[src/sv/resp_request_stream_parser_assert.svh]
// ----------------------------------------------------------------------------
// resp_request_stream_parser_assert
// Assertion macros shared by the request stream parser.
// ----------------------------------------------------------------------------
`ifndef RESP_REQUEST_STREAM_PARSER_ASSERT_SVH
`define RESP_REQUEST_STREAM_PARSER_ASSERT_SVH

// The consequent must hold in the same cycle as the antecedent.
`define RRSP_ASSERT_SAME(label, clk, rst, ante, cons, msg) \
   label: assert property (@(posedge clk) disable iff (rst) (ante) |-> (cons)) \
      else $error(msg);

// The consequent must hold in the cycle after the antecedent.
`define RRSP_ASSERT_NEXT(label, clk, rst, ante, cons, msg) \
   label: assert property (@(posedge clk) disable iff (rst) (ante) |=> (cons)) \
      else $error(msg);

`endif

[src/sv/rrsp_pkg.sv]
// ----------------------------------------------------------------------------
// rrsp_pkg
// Types and constants of the request stream parser.
// ----------------------------------------------------------------------------
package rrsp_pkg;

   // Protocol characters.
   localparam logic [7:0] CH_STAR   = 8'h2A;
   localparam logic [7:0] CH_DOLLAR = 8'h24;
   localparam logic [7:0] CH_MINUS  = 8'h2D;
   localparam logic [7:0] CH_CR     = 8'h0D;
   localparam logic [7:0] CH_LF     = 8'h0A;
   localparam logic [7:0] CH_SPACE  = 8'h20;
   localparam logic [7:0] CH_TAB    = 8'h09;
   localparam logic [7:0] CH_ZERO   = 8'h30;
   localparam logic [7:0] CH_NINE   = 8'h39;

   // Bits of the number flags.
   localparam int NF_DIGIT = 0;
   localparam int NF_NEG   = 1;
   localparam int NF_OVF   = 2;

   // Bits of the inline flags.
   localparam int IF_WORD = 0;
   localparam int IF_CR   = 1;

   // Configuration port.
   localparam int CSR_DATA_W        = 32;
   localparam int MAX_ARG_COUNT_W   = 24;
   localparam int MAX_BULK_LENGTH_W = 32;
   localparam logic [MAX_ARG_COUNT_W-1:0]   MAX_ARG_COUNT_RST   = 24'd1048576;
   localparam logic [MAX_BULK_LENGTH_W-1:0] MAX_BULK_LENGTH_RST = 32'd536870912;

   typedef enum logic {
      CSR_MAX_ARG_COUNT   = 1'b0,
      CSR_MAX_BULK_LENGTH = 1'b1
   } csr_index_type;

   // Result queue depth; a power of two, at least two.
   localparam int RES_DEPTH = 4;

   typedef enum logic [10:0] {
      M_IDLE    = 11'h001,
      M_CNT     = 11'h002,
      M_CNT_LF  = 11'h004,
      M_HDR     = 11'h008,
      M_LEN     = 11'h010,
      M_LEN_LF  = 11'h020,
      M_BODY    = 11'h040,
      M_BODY_CR = 11'h080,
      M_BODY_LF = 11'h100,
      M_INLINE  = 11'h200,
      M_ERR     = 11'h400
   } mode_type;

   typedef struct packed {
      logic byte_valid;
      logic arg_end;
      logic cmd_end;
      logic proto_error;
   } flag_type;

   // Number of results one request pushes into the result queue.
   typedef struct packed {
      logic [1:0] count;
   } push_type;

endpackage

[src/sv/rrsp_parser.sv]
// ----------------------------------------------------------------------------
// rrsp_parser
// Parser state, limit registers and the per-byte step that yields up to two
// packed results.
// ----------------------------------------------------------------------------
module rrsp_parser
   import rrsp_pkg::*;
#(
   parameter int COUNT_WIDTH  = 24,
   parameter int LENGTH_WIDTH = 32,
   parameter int RES_W        = 12 + 2 * COUNT_WIDTH
) (
   input  logic                  clock,
   input  logic                  reset,
   input  logic                  accept,
   input  logic [7:0]            data_byte,
   input  logic                  restart,
   input  logic                  csr_wr_en,
   input  csr_index_type         csr_index,
   input  logic [CSR_DATA_W-1:0] csr_wdata,
   output push_type              push,
   output logic [RES_W-1:0]      res0,
   output logic [RES_W-1:0]      res1
);

   localparam int NUM_W = LENGTH_WIDTH + 1;
   localparam int CMP_W = ((NUM_W > 32) ? NUM_W : 32) + 1;
   localparam logic [CMP_W-1:0] COUNT_MASK =
      {{(CMP_W - COUNT_WIDTH){1'b0}}, {COUNT_WIDTH{1'b1}}};
   localparam logic [CMP_W-1:0] LENGTH_MASK =
      {{(CMP_W - LENGTH_WIDTH){1'b0}}, {LENGTH_WIDTH{1'b1}}};

   mode_type                  mode_ff, mode_in;
   logic [NUM_W-1:0]          acc_ff, acc_in;
   logic [2:0]                nflags_ff, nflags_in;
   logic [COUNT_WIDTH-1:0]    args_left_ff, args_left_in;
   logic [LENGTH_WIDTH-1:0]   body_left_ff, body_left_in;
   logic [COUNT_WIDTH-1:0]    arg_counter_ff, arg_counter_in;
   logic [1:0]                iflags_ff, iflags_in;
   logic [MAX_ARG_COUNT_W-1:0]   max_arg_count_ff;
   logic [MAX_BULK_LENGTH_W-1:0] max_bulk_length_ff;

   function automatic logic [RES_W-1:0] pack_res(input logic [7:0] ob, input flag_type f,
                                                 input logic [COUNT_WIDTH-1:0] idx,
                                                 input logic [COUNT_WIDTH-1:0] cnt);
      logic [7:0] b;
      b = f.byte_valid ? ob : 8'h00;
      return {b, f, idx, cnt};
   endfunction

   localparam flag_type FL_BYTE  = '{byte_valid: 1'b1, default: 1'b0};
   localparam flag_type FL_AEND  = '{arg_end: 1'b1, default: 1'b0};
   localparam flag_type FL_CEND  = '{cmd_end: 1'b1, default: 1'b0};
   localparam flag_type FL_ERR   = '{proto_error: 1'b1, default: 1'b0};
   localparam logic [COUNT_WIDTH-1:0] ZC = '0;

   logic [RES_W-1:0]     res_v [2];
   logic [1:0]           n;
   mode_type             cur;
   logic                 do_inline;
   logic                 is_digit;
   logic [NUM_W+3:0]     acc_x, acc_v;
   logic [CMP_W-1:0]     acc_c;
   logic                 base_ok, cnt_ok, len_ok;

   always_comb begin
      mode_in        = mode_ff;
      acc_in         = acc_ff;
      nflags_in      = nflags_ff;
      args_left_in   = args_left_ff;
      body_left_in   = body_left_ff;
      arg_counter_in = arg_counter_ff;
      iflags_in      = iflags_ff;
      if (restart) begin
         mode_in        = M_IDLE;
         acc_in         = '0;
         nflags_in      = '0;
         args_left_in   = '0;
         body_left_in   = '0;
         arg_counter_in = '0;
         iflags_in      = '0;
      end
      cur       = mode_in;
      res_v[0]  = '0;
      res_v[1]  = '0;
      n         = 2'd0;
      do_inline = 1'b0;

      // Digit accumulation: acc * 10 + digit; on overflow the old value is kept and the overflow flag is set.
      is_digit = (data_byte >= CH_ZERO) && (data_byte <= CH_NINE);
      acc_x    = {4'b0000, acc_in};
      acc_v    = (acc_x << 3) + (acc_x << 1) + {{NUM_W{1'b0}}, data_byte[3:0]};

      acc_c   = {{(CMP_W - NUM_W){1'b0}}, acc_in};
      base_ok = nflags_in[NF_DIGIT] && !nflags_in[NF_OVF] &&
                !(nflags_in[NF_NEG] && (acc_in != '0));
      cnt_ok  = base_ok &&
                (acc_c <= {{(CMP_W - MAX_ARG_COUNT_W){1'b0}}, max_arg_count_ff}) &&
                (acc_c <= COUNT_MASK);
      len_ok  = base_ok &&
                (acc_c <= {{(CMP_W - MAX_BULK_LENGTH_W){1'b0}}, max_bulk_length_ff}) &&
                (acc_c <= LENGTH_MASK);

      unique case (cur)
         M_ERR: begin
         end
         M_CNT, M_LEN: begin
            if (data_byte == CH_CR) begin
               mode_in = (cur == M_CNT) ? M_CNT_LF : M_LEN_LF;
            end else if (data_byte == CH_MINUS && nflags_in == 3'b000) begin
               nflags_in[NF_NEG] = 1'b1;
            end else if (is_digit) begin
               if (acc_v[NUM_W+3:NUM_W] != 4'b0000) begin
                  nflags_in[NF_OVF] = 1'b1;
               end else begin
                  acc_in = acc_v[NUM_W-1:0];
               end
               nflags_in[NF_DIGIT] = 1'b1;
            end else begin
               mode_in = M_ERR;
               res_v[n[0]] = pack_res(8'h00, FL_ERR, ZC, ZC);
               n = n + 2'd1;
            end
         end
         M_CNT_LF: begin
            if (data_byte != CH_LF || !cnt_ok) begin
               mode_in = M_ERR;
               res_v[n[0]] = pack_res(8'h00, FL_ERR, ZC, ZC);
               n = n + 2'd1;
            end else if (acc_in == '0) begin
               // An empty multibulk command still reports its end.
               res_v[n[0]] = pack_res(8'h00, FL_CEND, ZC, ZC);
               n = n + 2'd1;
               mode_in        = M_IDLE;
               acc_in         = '0;
               nflags_in      = '0;
               args_left_in   = '0;
               body_left_in   = '0;
               arg_counter_in = '0;
               iflags_in      = '0;
            end else begin
               args_left_in   = acc_c[COUNT_WIDTH-1:0];
               arg_counter_in = '0;
               mode_in        = M_HDR;
            end
         end
         M_HDR: begin
            if (data_byte == CH_DOLLAR) begin
               mode_in   = M_LEN;
               acc_in    = '0;
               nflags_in = '0;
            end else begin
               mode_in = M_ERR;
               res_v[n[0]] = pack_res(8'h00, FL_ERR, ZC, ZC);
               n = n + 2'd1;
            end
         end
         M_LEN_LF: begin
            if (data_byte != CH_LF || !len_ok) begin
               mode_in = M_ERR;
               res_v[n[0]] = pack_res(8'h00, FL_ERR, ZC, ZC);
               n = n + 2'd1;
            end else begin
               body_left_in = acc_c[LENGTH_WIDTH-1:0];
               mode_in = (acc_c[LENGTH_WIDTH-1:0] != '0) ? M_BODY : M_BODY_CR;
            end
         end
         M_BODY: begin
            res_v[n[0]] = pack_res(data_byte, FL_BYTE, arg_counter_in, ZC);
            n = n + 2'd1;
            body_left_in = body_left_in - LENGTH_WIDTH'(1);
            if (body_left_in == '0) begin
               mode_in = M_BODY_CR;
            end
         end
         M_BODY_CR: begin
            if (data_byte == CH_CR) begin
               mode_in = M_BODY_LF;
            end else begin
               mode_in = M_ERR;
               res_v[n[0]] = pack_res(8'h00, FL_ERR, ZC, ZC);
               n = n + 2'd1;
            end
         end
         M_BODY_LF: begin
            if (data_byte != CH_LF) begin
               mode_in = M_ERR;
               res_v[n[0]] = pack_res(8'h00, FL_ERR, ZC, ZC);
               n = n + 2'd1;
            end else begin
               res_v[n[0]] = pack_res(8'h00, FL_AEND, arg_counter_in, ZC);
               n = n + 2'd1;
               arg_counter_in = arg_counter_in + COUNT_WIDTH'(1);
               args_left_in   = args_left_in - COUNT_WIDTH'(1);
               if (args_left_in == '0) begin
                  res_v[n[0]] = pack_res(8'h00, FL_CEND, ZC, arg_counter_in);
                  n = n + 2'd1;
                  mode_in        = M_IDLE;
                  acc_in         = '0;
                  nflags_in      = '0;
                  args_left_in   = '0;
                  body_left_in   = '0;
                  arg_counter_in = '0;
                  iflags_in      = '0;
               end else begin
                  mode_in = M_HDR;
               end
            end
         end
         M_INLINE: begin
            do_inline = 1'b1;
         end
         M_IDLE: begin
            if (data_byte == CH_STAR) begin
               mode_in   = M_CNT;
               acc_in    = '0;
               nflags_in = '0;
            end else begin
               mode_in   = M_INLINE;
               do_inline = 1'b1;
            end
         end
         default: begin
            mode_in = M_ERR;
         end
      endcase

      // Inline form: words split on space or tab, ended by LF.
      if (do_inline) begin
         if (data_byte == CH_LF) begin
            if (iflags_in[IF_WORD]) begin
               res_v[n[0]] = pack_res(8'h00, FL_AEND, arg_counter_in, ZC);
               n = n + 2'd1;
               if (arg_counter_in != '1) begin
                  arg_counter_in = arg_counter_in + COUNT_WIDTH'(1);
               end
            end
            res_v[n[0]] = pack_res(8'h00, FL_CEND, ZC, arg_counter_in);
            n = n + 2'd1;
            mode_in        = M_IDLE;
            acc_in         = '0;
            nflags_in      = '0;
            args_left_in   = '0;
            body_left_in   = '0;
            arg_counter_in = '0;
            iflags_in      = '0;
         end else begin
            // A held CR that is not followed by LF belongs to the word.
            if (iflags_in[IF_CR]) begin
               iflags_in[IF_CR]   = 1'b0;
               iflags_in[IF_WORD] = 1'b1;
               res_v[n[0]] = pack_res(CH_CR, FL_BYTE, arg_counter_in, ZC);
               n = n + 2'd1;
            end
            if (data_byte == CH_CR) begin
               iflags_in[IF_CR] = 1'b1;
            end else if (data_byte == CH_SPACE || data_byte == CH_TAB) begin
               if (iflags_in[IF_WORD]) begin
                  res_v[n[0]] = pack_res(8'h00, FL_AEND, arg_counter_in, ZC);
                  n = n + 2'd1;
                  if (arg_counter_in != '1) begin
                     arg_counter_in = arg_counter_in + COUNT_WIDTH'(1);
                  end
                  iflags_in[IF_WORD] = 1'b0;
               end
            end else begin
               iflags_in[IF_WORD] = 1'b1;
               res_v[n[0]] = pack_res(data_byte, FL_BYTE, arg_counter_in, ZC);
               n = n + 2'd1;
            end
         end
      end
   end

   assign push.count = accept ? n : 2'd0;
   assign res0       = res_v[0];
   assign res1       = res_v[1];

   always_ff @(posedge clock) begin
      if (reset) begin
         mode_ff        <= M_IDLE;
         acc_ff         <= '0;
         nflags_ff      <= '0;
         args_left_ff   <= '0;
         body_left_ff   <= '0;
         arg_counter_ff <= '0;
         iflags_ff      <= '0;
      end else if (accept) begin
         mode_ff        <= mode_in;
         acc_ff         <= acc_in;
         nflags_ff      <= nflags_in;
         args_left_ff   <= args_left_in;
         body_left_ff   <= body_left_in;
         arg_counter_ff <= arg_counter_in;
         iflags_ff      <= iflags_in;
      end
   end

   always_ff @(posedge clock) begin
      if (reset) begin
         max_arg_count_ff   <= MAX_ARG_COUNT_RST;
         max_bulk_length_ff <= MAX_BULK_LENGTH_RST;
      end else if (csr_wr_en) begin
         unique case (csr_index)
            CSR_MAX_ARG_COUNT:   max_arg_count_ff   <= csr_wdata[MAX_ARG_COUNT_W-1:0];
            CSR_MAX_BULK_LENGTH: max_bulk_length_ff <= csr_wdata[MAX_BULK_LENGTH_W-1:0];
            default: begin
            end
         endcase
      end
   end

endmodule

[src/sv/rrsp_fifo.sv]
// ----------------------------------------------------------------------------
// rrsp_fifo
// Result queue that takes up to two entries per cycle and hands out one.
// ----------------------------------------------------------------------------
module rrsp_fifo
   import rrsp_pkg::*;
#(
   parameter int WIDTH = 60
) (
   input  logic             clock,
   input  logic             reset,
   input  push_type         push,
   input  logic [WIDTH-1:0] in0,
   input  logic [WIDTH-1:0] in1,
   output logic             in_ready,
   output logic             out_valid,
   input  logic             out_ready,
   output logic [WIDTH-1:0] out_data
);

   localparam int PTR_W = $clog2(RES_DEPTH);
   localparam int CNT_W = $clog2(RES_DEPTH + 1);

   logic [WIDTH-1:0] mem [RES_DEPTH];
   logic [PTR_W-1:0] wr_ptr_ff, wr_ptr_in, rd_ptr_ff, rd_ptr_in;
   logic [CNT_W-1:0] count_ff, count_in;
   logic             pop;

   assign pop       = out_valid && out_ready;
   assign out_valid = (count_ff != '0);
   assign out_data  = mem[rd_ptr_ff];
   // Room for the two results one request may push.
   assign in_ready  = (count_ff <= CNT_W'(RES_DEPTH - 2));

   assign wr_ptr_in = wr_ptr_ff + PTR_W'(push.count);
   assign rd_ptr_in = rd_ptr_ff + PTR_W'(pop);
   assign count_in  = count_ff + CNT_W'(push.count) - CNT_W'(pop);

   always_ff @(posedge clock) begin
      if (reset) begin
         wr_ptr_ff <= '0;
         rd_ptr_ff <= '0;
         count_ff  <= '0;
      end else begin
         wr_ptr_ff <= wr_ptr_in;
         rd_ptr_ff <= rd_ptr_in;
         count_ff  <= count_in;
      end
   end

   always_ff @(posedge clock) begin
      if (push.count != 2'd0) begin
         mem[wr_ptr_ff] <= in0;
      end
      if (push.count == 2'd2) begin
         mem[wr_ptr_ff + PTR_W'(1)] <= in1;
      end
   end

endmodule

[src/sv/resp_request_stream_parser.sv]
// ----------------------------------------------------------------------------
// resp_request_stream_parser
// Streaming parser for multibulk and inline client requests.
//
//   Channel  Ports  Moves
//   -------  -----  -------------------------------------------
//   input    req_   one received byte per request, with restart
//   output   rsp_   one argument byte or marker per result
//   config   csr_   limit register writes, no read-back
//
// One request is taken per cycle; its results are in the queue on the next
// cycle. A byte yields at most two results, so a request is held off only
// while the four-entry result queue has fewer than two free slots.
// Reset is synchronous and restores the parser to idle and the limits to their
// defaults. A stalled consumer stops the input once three or more results wait.
// ----------------------------------------------------------------------------
`include "resp_request_stream_parser_assert.svh"

module resp_request_stream_parser
   import rrsp_pkg::*;
#(
   parameter int COUNT_WIDTH  = 24,
   parameter int LENGTH_WIDTH = 32
) (
   input  logic                   clock,
   input  logic                   reset,
   input  logic                   req_valid,
   output logic                   req_ready,
   input  logic [7:0]             req_data_byte,
   input  logic                   req_restart,
   output logic                   rsp_valid,
   input  logic                   rsp_ready,
   output logic [7:0]             rsp_out_byte,
   output logic                   rsp_byte_valid,
   output logic [COUNT_WIDTH-1:0] rsp_arg_index,
   output logic                   rsp_arg_end,
   output logic                   rsp_cmd_end,
   output logic [COUNT_WIDTH-1:0] rsp_arg_count,
   output logic                   rsp_proto_error,
   input  logic                   csr_wr_en,
   input  csr_index_type          csr_index,
   input  logic [CSR_DATA_W-1:0]  csr_wdata
);

   localparam int RES_W = 12 + 2 * COUNT_WIDTH;

   logic             accept;
   push_type         push;
   logic [RES_W-1:0] res0, res1, head;
   flag_type         head_flags;

   assign accept = req_valid && req_ready;

   rrsp_parser #(
      .COUNT_WIDTH (COUNT_WIDTH),
      .LENGTH_WIDTH(LENGTH_WIDTH),
      .RES_W       (RES_W)
   ) u_parser (
      .clock    (clock),
      .reset    (reset),
      .accept   (accept),
      .data_byte(req_data_byte),
      .restart  (req_restart),
      .csr_wr_en(csr_wr_en),
      .csr_index(csr_index),
      .csr_wdata(csr_wdata),
      .push     (push),
      .res0     (res0),
      .res1     (res1)
   );

   rrsp_fifo #(
      .WIDTH(RES_W)
   ) u_fifo (
      .clock    (clock),
      .reset    (reset),
      .push     (push),
      .in0      (res0),
      .in1      (res1),
      .in_ready (req_ready),
      .out_valid(rsp_valid),
      .out_ready(rsp_ready),
      .out_data (head)
   );

   assign rsp_out_byte    = head[RES_W-1 -: 8];
   assign head_flags      = head[2*COUNT_WIDTH +: 4];
   assign rsp_byte_valid  = head_flags.byte_valid;
   assign rsp_arg_end     = head_flags.arg_end;
   assign rsp_cmd_end     = head_flags.cmd_end;
   assign rsp_proto_error = head_flags.proto_error;
   assign rsp_arg_index   = head[COUNT_WIDTH +: COUNT_WIDTH];
   assign rsp_arg_count   = head[0 +: COUNT_WIDTH];

   `RRSP_ASSERT_SAME(a_push_on_accept, clock, reset, push.count != 2'd0, accept,
                     "result pushed without an accepted request")
   `RRSP_ASSERT_NEXT(a_push_shows, clock, reset, push.count != 2'd0, rsp_valid,
                     "pushed result not visible")
   `RRSP_ASSERT_SAME(a_cmd_end_clean, clock, reset, rsp_valid && rsp_cmd_end,
                     !rsp_byte_valid && !rsp_proto_error && !rsp_arg_end,
                     "command end mixed with other markers")

endmodule

[config.mk]
export PLATFORM = sky130hd
export DESIGN_NAME = resp_request_stream_parser
export DESIGN_NICKNAME = d
export VERILOG_FILES = /design/src/sv/rrsp_pkg.sv /design/src/sv/rrsp_parser.sv /design/src/sv/rrsp_fifo.sv /design/src/sv/resp_request_stream_parser.sv
export VERILOG_INCLUDE_DIRS = /design/src /design/src/sv
export SDC_FILE = /design/constraint.sdc
export NUM_CORES = 2
export LEC_CHECK = 0
export ABC_AREA = 0
export ABC_CLOCK_PERIOD_IN_PS = 14800
export BUFFER_PORTS_ARGS = -buffer_cell sky130_fd_sc_hd__buf_2
export CORE_ASPECT_RATIO = 1.4
export CORE_MARGIN = 2
export CORE_UTILIZATION = 64
export CTS_CLUSTER_SIZE = 40
export DETAILED_ROUTE_END_ITERATION = 16
export GPL_TIMING_DRIVEN = 0
export PLACE_DENSITY_LB_ADDON = 0.25
export REMOVE_ABC_BUFFERS = 1
export SLEW_MARGIN = 20
export SYNTH_ARGS = -nofsm -noshare
export SYNTH_HDL_FRONTEND = slang
export SYNTH_HIERARCHICAL = 1
export SYNTH_SLANG_ARGS = --single-unit
[constraint.sdc]
create_clock -name clock -period 14.8 [get_ports clock]
set_input_delay 2.96 -clock clock [delete_from_list [all_inputs] [get_ports clock]]
set_output_delay 2.96 -clock clock [all_outputs]
set_load 0.01 [all_outputs]
==> run summary <==
Entering global routing, the biggest net connects 91 pins. The period utilization came out at 0.835. Of the synthesized area, sequential elements account for 0.370. Counting flops with an async set or reset pin after synthesis yields a share of 0.

The required time at the worst-slack endpoint came out at 15.11 ns. The final-report hold violation count was 0. The final instance area came out at 32,600 um^2. The number of gates resized after cts is 0. The number of vias after detailed routing came out at 26,600.

The max-capacitance violation count came out at 0. The maximum fanout encountered on the critical timing path came out at 90. The source-to-sink clock delay at the later pin of the worst-skew pair is 0.56 ns. Yosys mapped a number of flops with a built-in enable equal to 240. The H-tree depth is 2. Summed over all cells, the static leakage comes to 12.1 nW.

The kind of end point of the critical path is a register. The initial antenna violation count is 0. The cell repeated most along the worst path is sky130_fd_sc_hd__buf_6. Setup repair after global routing left no endpoint under its margin.

The number of nets in the final layout is 3,370. The critical path in this run is classified as in -> reg. The post-route non-filler standard cell count is 3,838.

The number of max-slew violations in the final report came to 0. The number of top-level pins came out at 109. The CTS sink count is 432. The core area is 46,100 um^2. The arrival time of the worst setup path came out at 12.67 ns. The total power draw came out at 3.45 mW. The fraction of final layout cells sized beyond drive strength 1 came out at 0.189. In the routed design, unresolved DRC markers number 0.

Among all flip-flop cells after synthesis, the most frequent one is sky130_fd_sc_hd__edfxtp_1. The number of rows in the core area came out at 93. On the critical path, the stage with the largest delay is an instance of sky130_fd_sc_hd__nor4_1.

The synthesized instance count came out at 3,196. The area of placed instances came out at 31,200 um^2. The remaining global-route overflow came out at 0.

In this design, the stage delay of the slowest critical-path cell is 0.83 ns. The die area is 48,400 um^2. The unique cell type count in the Yosys netlist came out at 109.

The global-route wire length before repair came out at 147 mm. The area growth from synthesis to final layout is 9.14%. For this block, the initial DRC count from the detailed router was 2,788. In this run the tightest slew margin relative to its limit is 0.188. The total wirelength of the detailed-routed design came out at 95.3 mm. The die width is 187 um. The number of setup buffers added after CTS is 0. The count of state elements after synthesis came out at 432. For this run, the total global-route usage over all layers was measured as 0.386. TritonCTS built the clock tree.

The hold buffer count at cts is 0. The detail-routed net length per standard cell is 24.8 um. The average size of a mapped cell came out at 9.34 um^2.

The flow ran to the end, and the final reports show no timing, DRC or antenna violations. The final weighted congestion in routability-driven placement came out at 1.01. The count of port buffers added during placement came out at 108. The clock skew came out at 0.0136 ns. The transition at the pin with the smallest max-transition slack is 1.21 ns. The estimated wirelength of the detail-placed design came out at 67.8 mm.

The clock slew at the register clock pins of the worst setup and hold paths came out at 0.06 ns. The y dimension of the die came out at 260 um. The number of filler cells placed in the layout is 3,501.

The power density relative to cell area is 106 nW/um^2. The peak ir drop on the vdd network is 0.0974 mV. The clock passes through at most 3 buffers. Derived from the worst setup path, the maximum achievable clock frequency is 80.9 MHz. The sort of element at the start of the critical path is a primary input. The netlist area before placement is 29,900 um^2. 0 antenna diodes ended up in the layout. The count of buffer and inverter cells on the critical path is 11.

Clock tree synthesis selected as its root buffer the cell sky130_fd_sc_hd__clkbuf_16. The starting utilization of the core area is 0.648. The type of the most critical hold path is reg -> reg. The final critical delay including setup and external delays is 12.36 ns. TritonCTS created 43 clock buffers. During synthesis, Yosys emitted a total of 6 warnings.

Counting tap cells, the placed design contains a total of 3,759 instances. The number of search-and-repair iterations in the first detailed-routing pass came out at 7. The final setup violation count came out at 0. The number of antenna-violating nets in the routed design is 0. The number of global-route vias before repair came out at 26,900. The per-cell via count in the routed design is 6.94. The cell family contributing the most delay on the critical path is simple AND/OR/NAND/NOR gates.
-- synthesized netlist by cell type (all sizes together) (7+ instances only) --
| cell type | n | share of area |
|---|---|---|
| nor2 | 306 | 0.038 |
| a31oi | 39 | 0.0087 |
| ha | 133 | 0.056 |
| o21ai | 178 | 0.031 |
| edfxtp | 240 | 0.24 |
| xor2 | 41 | 0.012 |
| nand3 | 58 | 0.0097 |
| nor4b | 8 | 0.0036 |
| nor4 | 53 | 0.013 |
| o31ai | 18 | 0.0045 |
| mux2 | 245 | 0.097 |
| buf | 68 | 0.014 |
| and3 | 28 | 0.0059 |
| nand2 | 333 | 0.042 |
| mux2i | 12 | 0.0040 |
| nand4b | 7 | 0.0021 |
| xnor2 | 47 | 0.014 |
| inv | 113 | 0.014 |
| o21bai | 12 | 0.0030 |
| o21a | 11 | 0.0028 |
| mux4 | 60 | 0.045 |
| or3 | 21 | 0.0044 |
| or2 | 10 | 0.0021 |
| o22ai | 51 | 0.011 |
| a22o | 16 | 0.0047 |
| a22oi | 40 | 0.011 |
| a21o | 35 | 0.0088 |
| o22a | 7 | 0.0021 |
| or4 | 11 | 0.0028 |
| nor3 | 89 | 0.017 |
| nand3b | 8 | 0.0020 |
| nand2b | 23 | 0.0048 |
| nand4 | 37 | 0.0080 |
| a21oi | 242 | 0.041 |
| a211oi | 36 | 0.0092 |
| and4 | 10 | 0.0029 |
| o211ai | 25 | 0.0063 |
| and2 | 16 | 0.0034 |
| clkbuf | 134 | 0.017 |
| dfxtp | 192 | 0.13 |
| nor2b | 71 | 0.015 |
| a221oi | 9 | 0.0028 |
-- layout make-up --
| cell class | instances | area (um^2) | area share |
|---|---|---|---|
| multi-input combinational | 2448 | 17600 | 0.542 |
| timing repair buffer | 148 | 1290 | 0.0397 |
| clock inverter | 20 | 166 | 0.00511 |
| sequential | 432 | 11100 | 0.339 |
| tap | 617 | 772 | 0.0237 |
| inverter | 114 | 430 | 0.0132 |
| clock buffer | 59 | 1220 | 0.0374 |
-- report_power, final --
group | internal [mW] | leakage, nW | switching, mW | total [mW]
Sequential | 1.40 | 3.75 | 0.0831 | 1.48
Clock | 0.615 | 0.676 | 0.486 | 1.10
Combinational | 0.374 | 7.69 | 0.498 | 0.872
Total | 2.39 | 12.1 | 1.07 | 3.45
-- registers in the layout (all words and copies together) (netlist names) --
signal	count
u_parser/acc_ff	33
u_fifo/count_ff	3
u_parser/iflags_ff	2
u_parser/nflags_ff	3
u_parser/args_left_ff	24
u_parser/max_bulk_length_ff	32
u_fifo/wr_ptr_ff	2
u_parser/mode_ff	11
u_fifo/rd_ptr_ff	2
u_parser/body_left_ff	32
u_parser/max_arg_count_ff	24
u_parser/arg_counter_ff	24
u_fifo/mem	240
-- worst reg2reg max path: stages (launching register included) --
cell and delay, ns:
sky130_fd_sc_hd__dfxtp_1 0.37, sky130_fd_sc_hd__nand2_1 0.19, sky130_fd_sc_hd__ha_1 0.60, sky130_fd_sc_hd__nor4b_1 0.48
sky130_fd_sc_hd__nand4_1 0.14, sky130_fd_sc_hd__o21ai_0 0.17, sky130_fd_sc_hd__nor2_1 0.15, sky130_fd_sc_hd__nor4_1 0.83
sky130_fd_sc_hd__a31oi_1 0.49, sky130_fd_sc_hd__nor3_2 0.48, sky130_fd_sc_hd__nor2_1 0.11, sky130_fd_sc_hd__nand2_1 0.44
sky130_fd_sc_hd__inv_2 0.27, sky130_fd_sc_hd__ha_1 0.45, sky130_fd_sc_hd__nand2_1 0.09, sky130_fd_sc_hd__nand3_2 0.50
sky130_fd_sc_hd__o211ai_1 0.20, sky130_fd_sc_hd__a21oi_1 0.60, sky130_fd_sc_hd__nor4b_4 0.42, sky130_fd_sc_hd__buf_6 0.23
sky130_fd_sc_hd__buf_6 0.19, sky130_fd_sc_hd__buf_4 0.25, sky130_fd_sc_hd__buf_6 0.20, sky130_fd_sc_hd__buf_6 0.19
sky130_fd_sc_hd__buf_6 0.20, sky130_fd_sc_hd__buf_6 0.19, sky130_fd_sc_hd__mux2_2 0.35
-- per-stage QoR --
stage                     TNS [ns]  setup WS [ns]  utilization  hold WS (ns)
after global placement    -1898.73          -5.32        0.657         0.442
after CTS                        0           2.34        0.707         0.456
after global routing             0           2.06        0.707         0.473
after floorplan                  0           3.15            -         0.430
after detailed placement         0           1.93        0.677         0.448
final                            0           2.44        0.707         0.455
-- kinds of logic after synthesis --
kind of cell,synth area share
compound gates,0.172
flops,0.370
fa+ha+maj,0.0577
simple gates,0.181
mux,0.147
buf+inv,0.0448
xor+xnor,0.0273
other cells,0.000126
-- per-layer routing --
metal / wire, um / track usage / vias up
met4: 8150 / 0.295 / 0
met1: 32800 / 0.420 / 12700
li1: - / - / 11900
met3: 7150 / 0.0522 / 513
met2: 47200 / 0.687 / 1559
met5: 0 / 0 / -
-- cell usage in the layout (no fill, tap or decap), types with 27 or more instances in the layout --
| cell | instances |
|---|---|
| sky130_fd_sc_hd__xor2_1 | 41 |
| sky130_fd_sc_hd__o22ai_1 | 49 |
| sky130_fd_sc_hd__dfxtp_1 | 190 |
| sky130_fd_sc_hd__xnor2_1 | 47 |
| sky130_fd_sc_hd__inv_1 | 109 |
| sky130_fd_sc_hd__a31oi_1 | 38 |
| sky130_fd_sc_hd__ha_1 | 133 |
| sky130_fd_sc_hd__and3_1 | 27 |
| sky130_fd_sc_hd__o21ai_0 | 155 |
| sky130_fd_sc_hd__clkbuf_16 | 45 |
| sky130_fd_sc_hd__nor4_1 | 46 |
| sky130_fd_sc_hd__a21o_1 | 35 |
| sky130_fd_sc_hd__edfxtp_1 | 240 |
| sky130_fd_sc_hd__nand3_1 | 55 |
| sky130_fd_sc_hd__buf_2 | 106 |
| sky130_fd_sc_hd__mux2_4 | 40 |
| sky130_fd_sc_hd__mux2_2 | 204 |
| sky130_fd_sc_hd__a211oi_1 | 34 |
| sky130_fd_sc_hd__nor3_1 | 78 |
| sky130_fd_sc_hd__a21oi_1 | 235 |
| sky130_fd_sc_hd__a22oi_1 | 37 |
| sky130_fd_sc_hd__nor2_1 | 302 |
| sky130_fd_sc_hd__nand4_1 | 36 |
| sky130_fd_sc_hd__mux4_2 | 60 |
| sky130_fd_sc_hd__nand2_1 | 331 |
| sky130_fd_sc_hd__nor2b_1 | 68 |
-- final timing paths --
check | startpoint | to | slack, ns | cells past startpoint
worst max-delay path | req_restart | u_fifo/mem[1][24]$_DFFE_PP_ | 2.44 | 29
worst min-delay path | u_parser/max_bulk_length_ff[13]$_SDFFE_PP0P_ | u_parser/max_bulk_length_ff[13]$_SDFFE_PP0P_ | 0.45 | 2
worst max register to register | u_parser/args_left_ff[0]$_SDFFE_PP0P_ | u_fifo/mem[1][24]$_DFFE_PP_ | 5.77 | 26
worst min register to register | u_parser/max_bulk_length_ff[13]$_SDFFE_PP0P_ | u_parser/max_bulk_length_ff[13]$_SDFFE_PP0P_ | 0.45 | 2
Power figures use the tool's default switching activity.
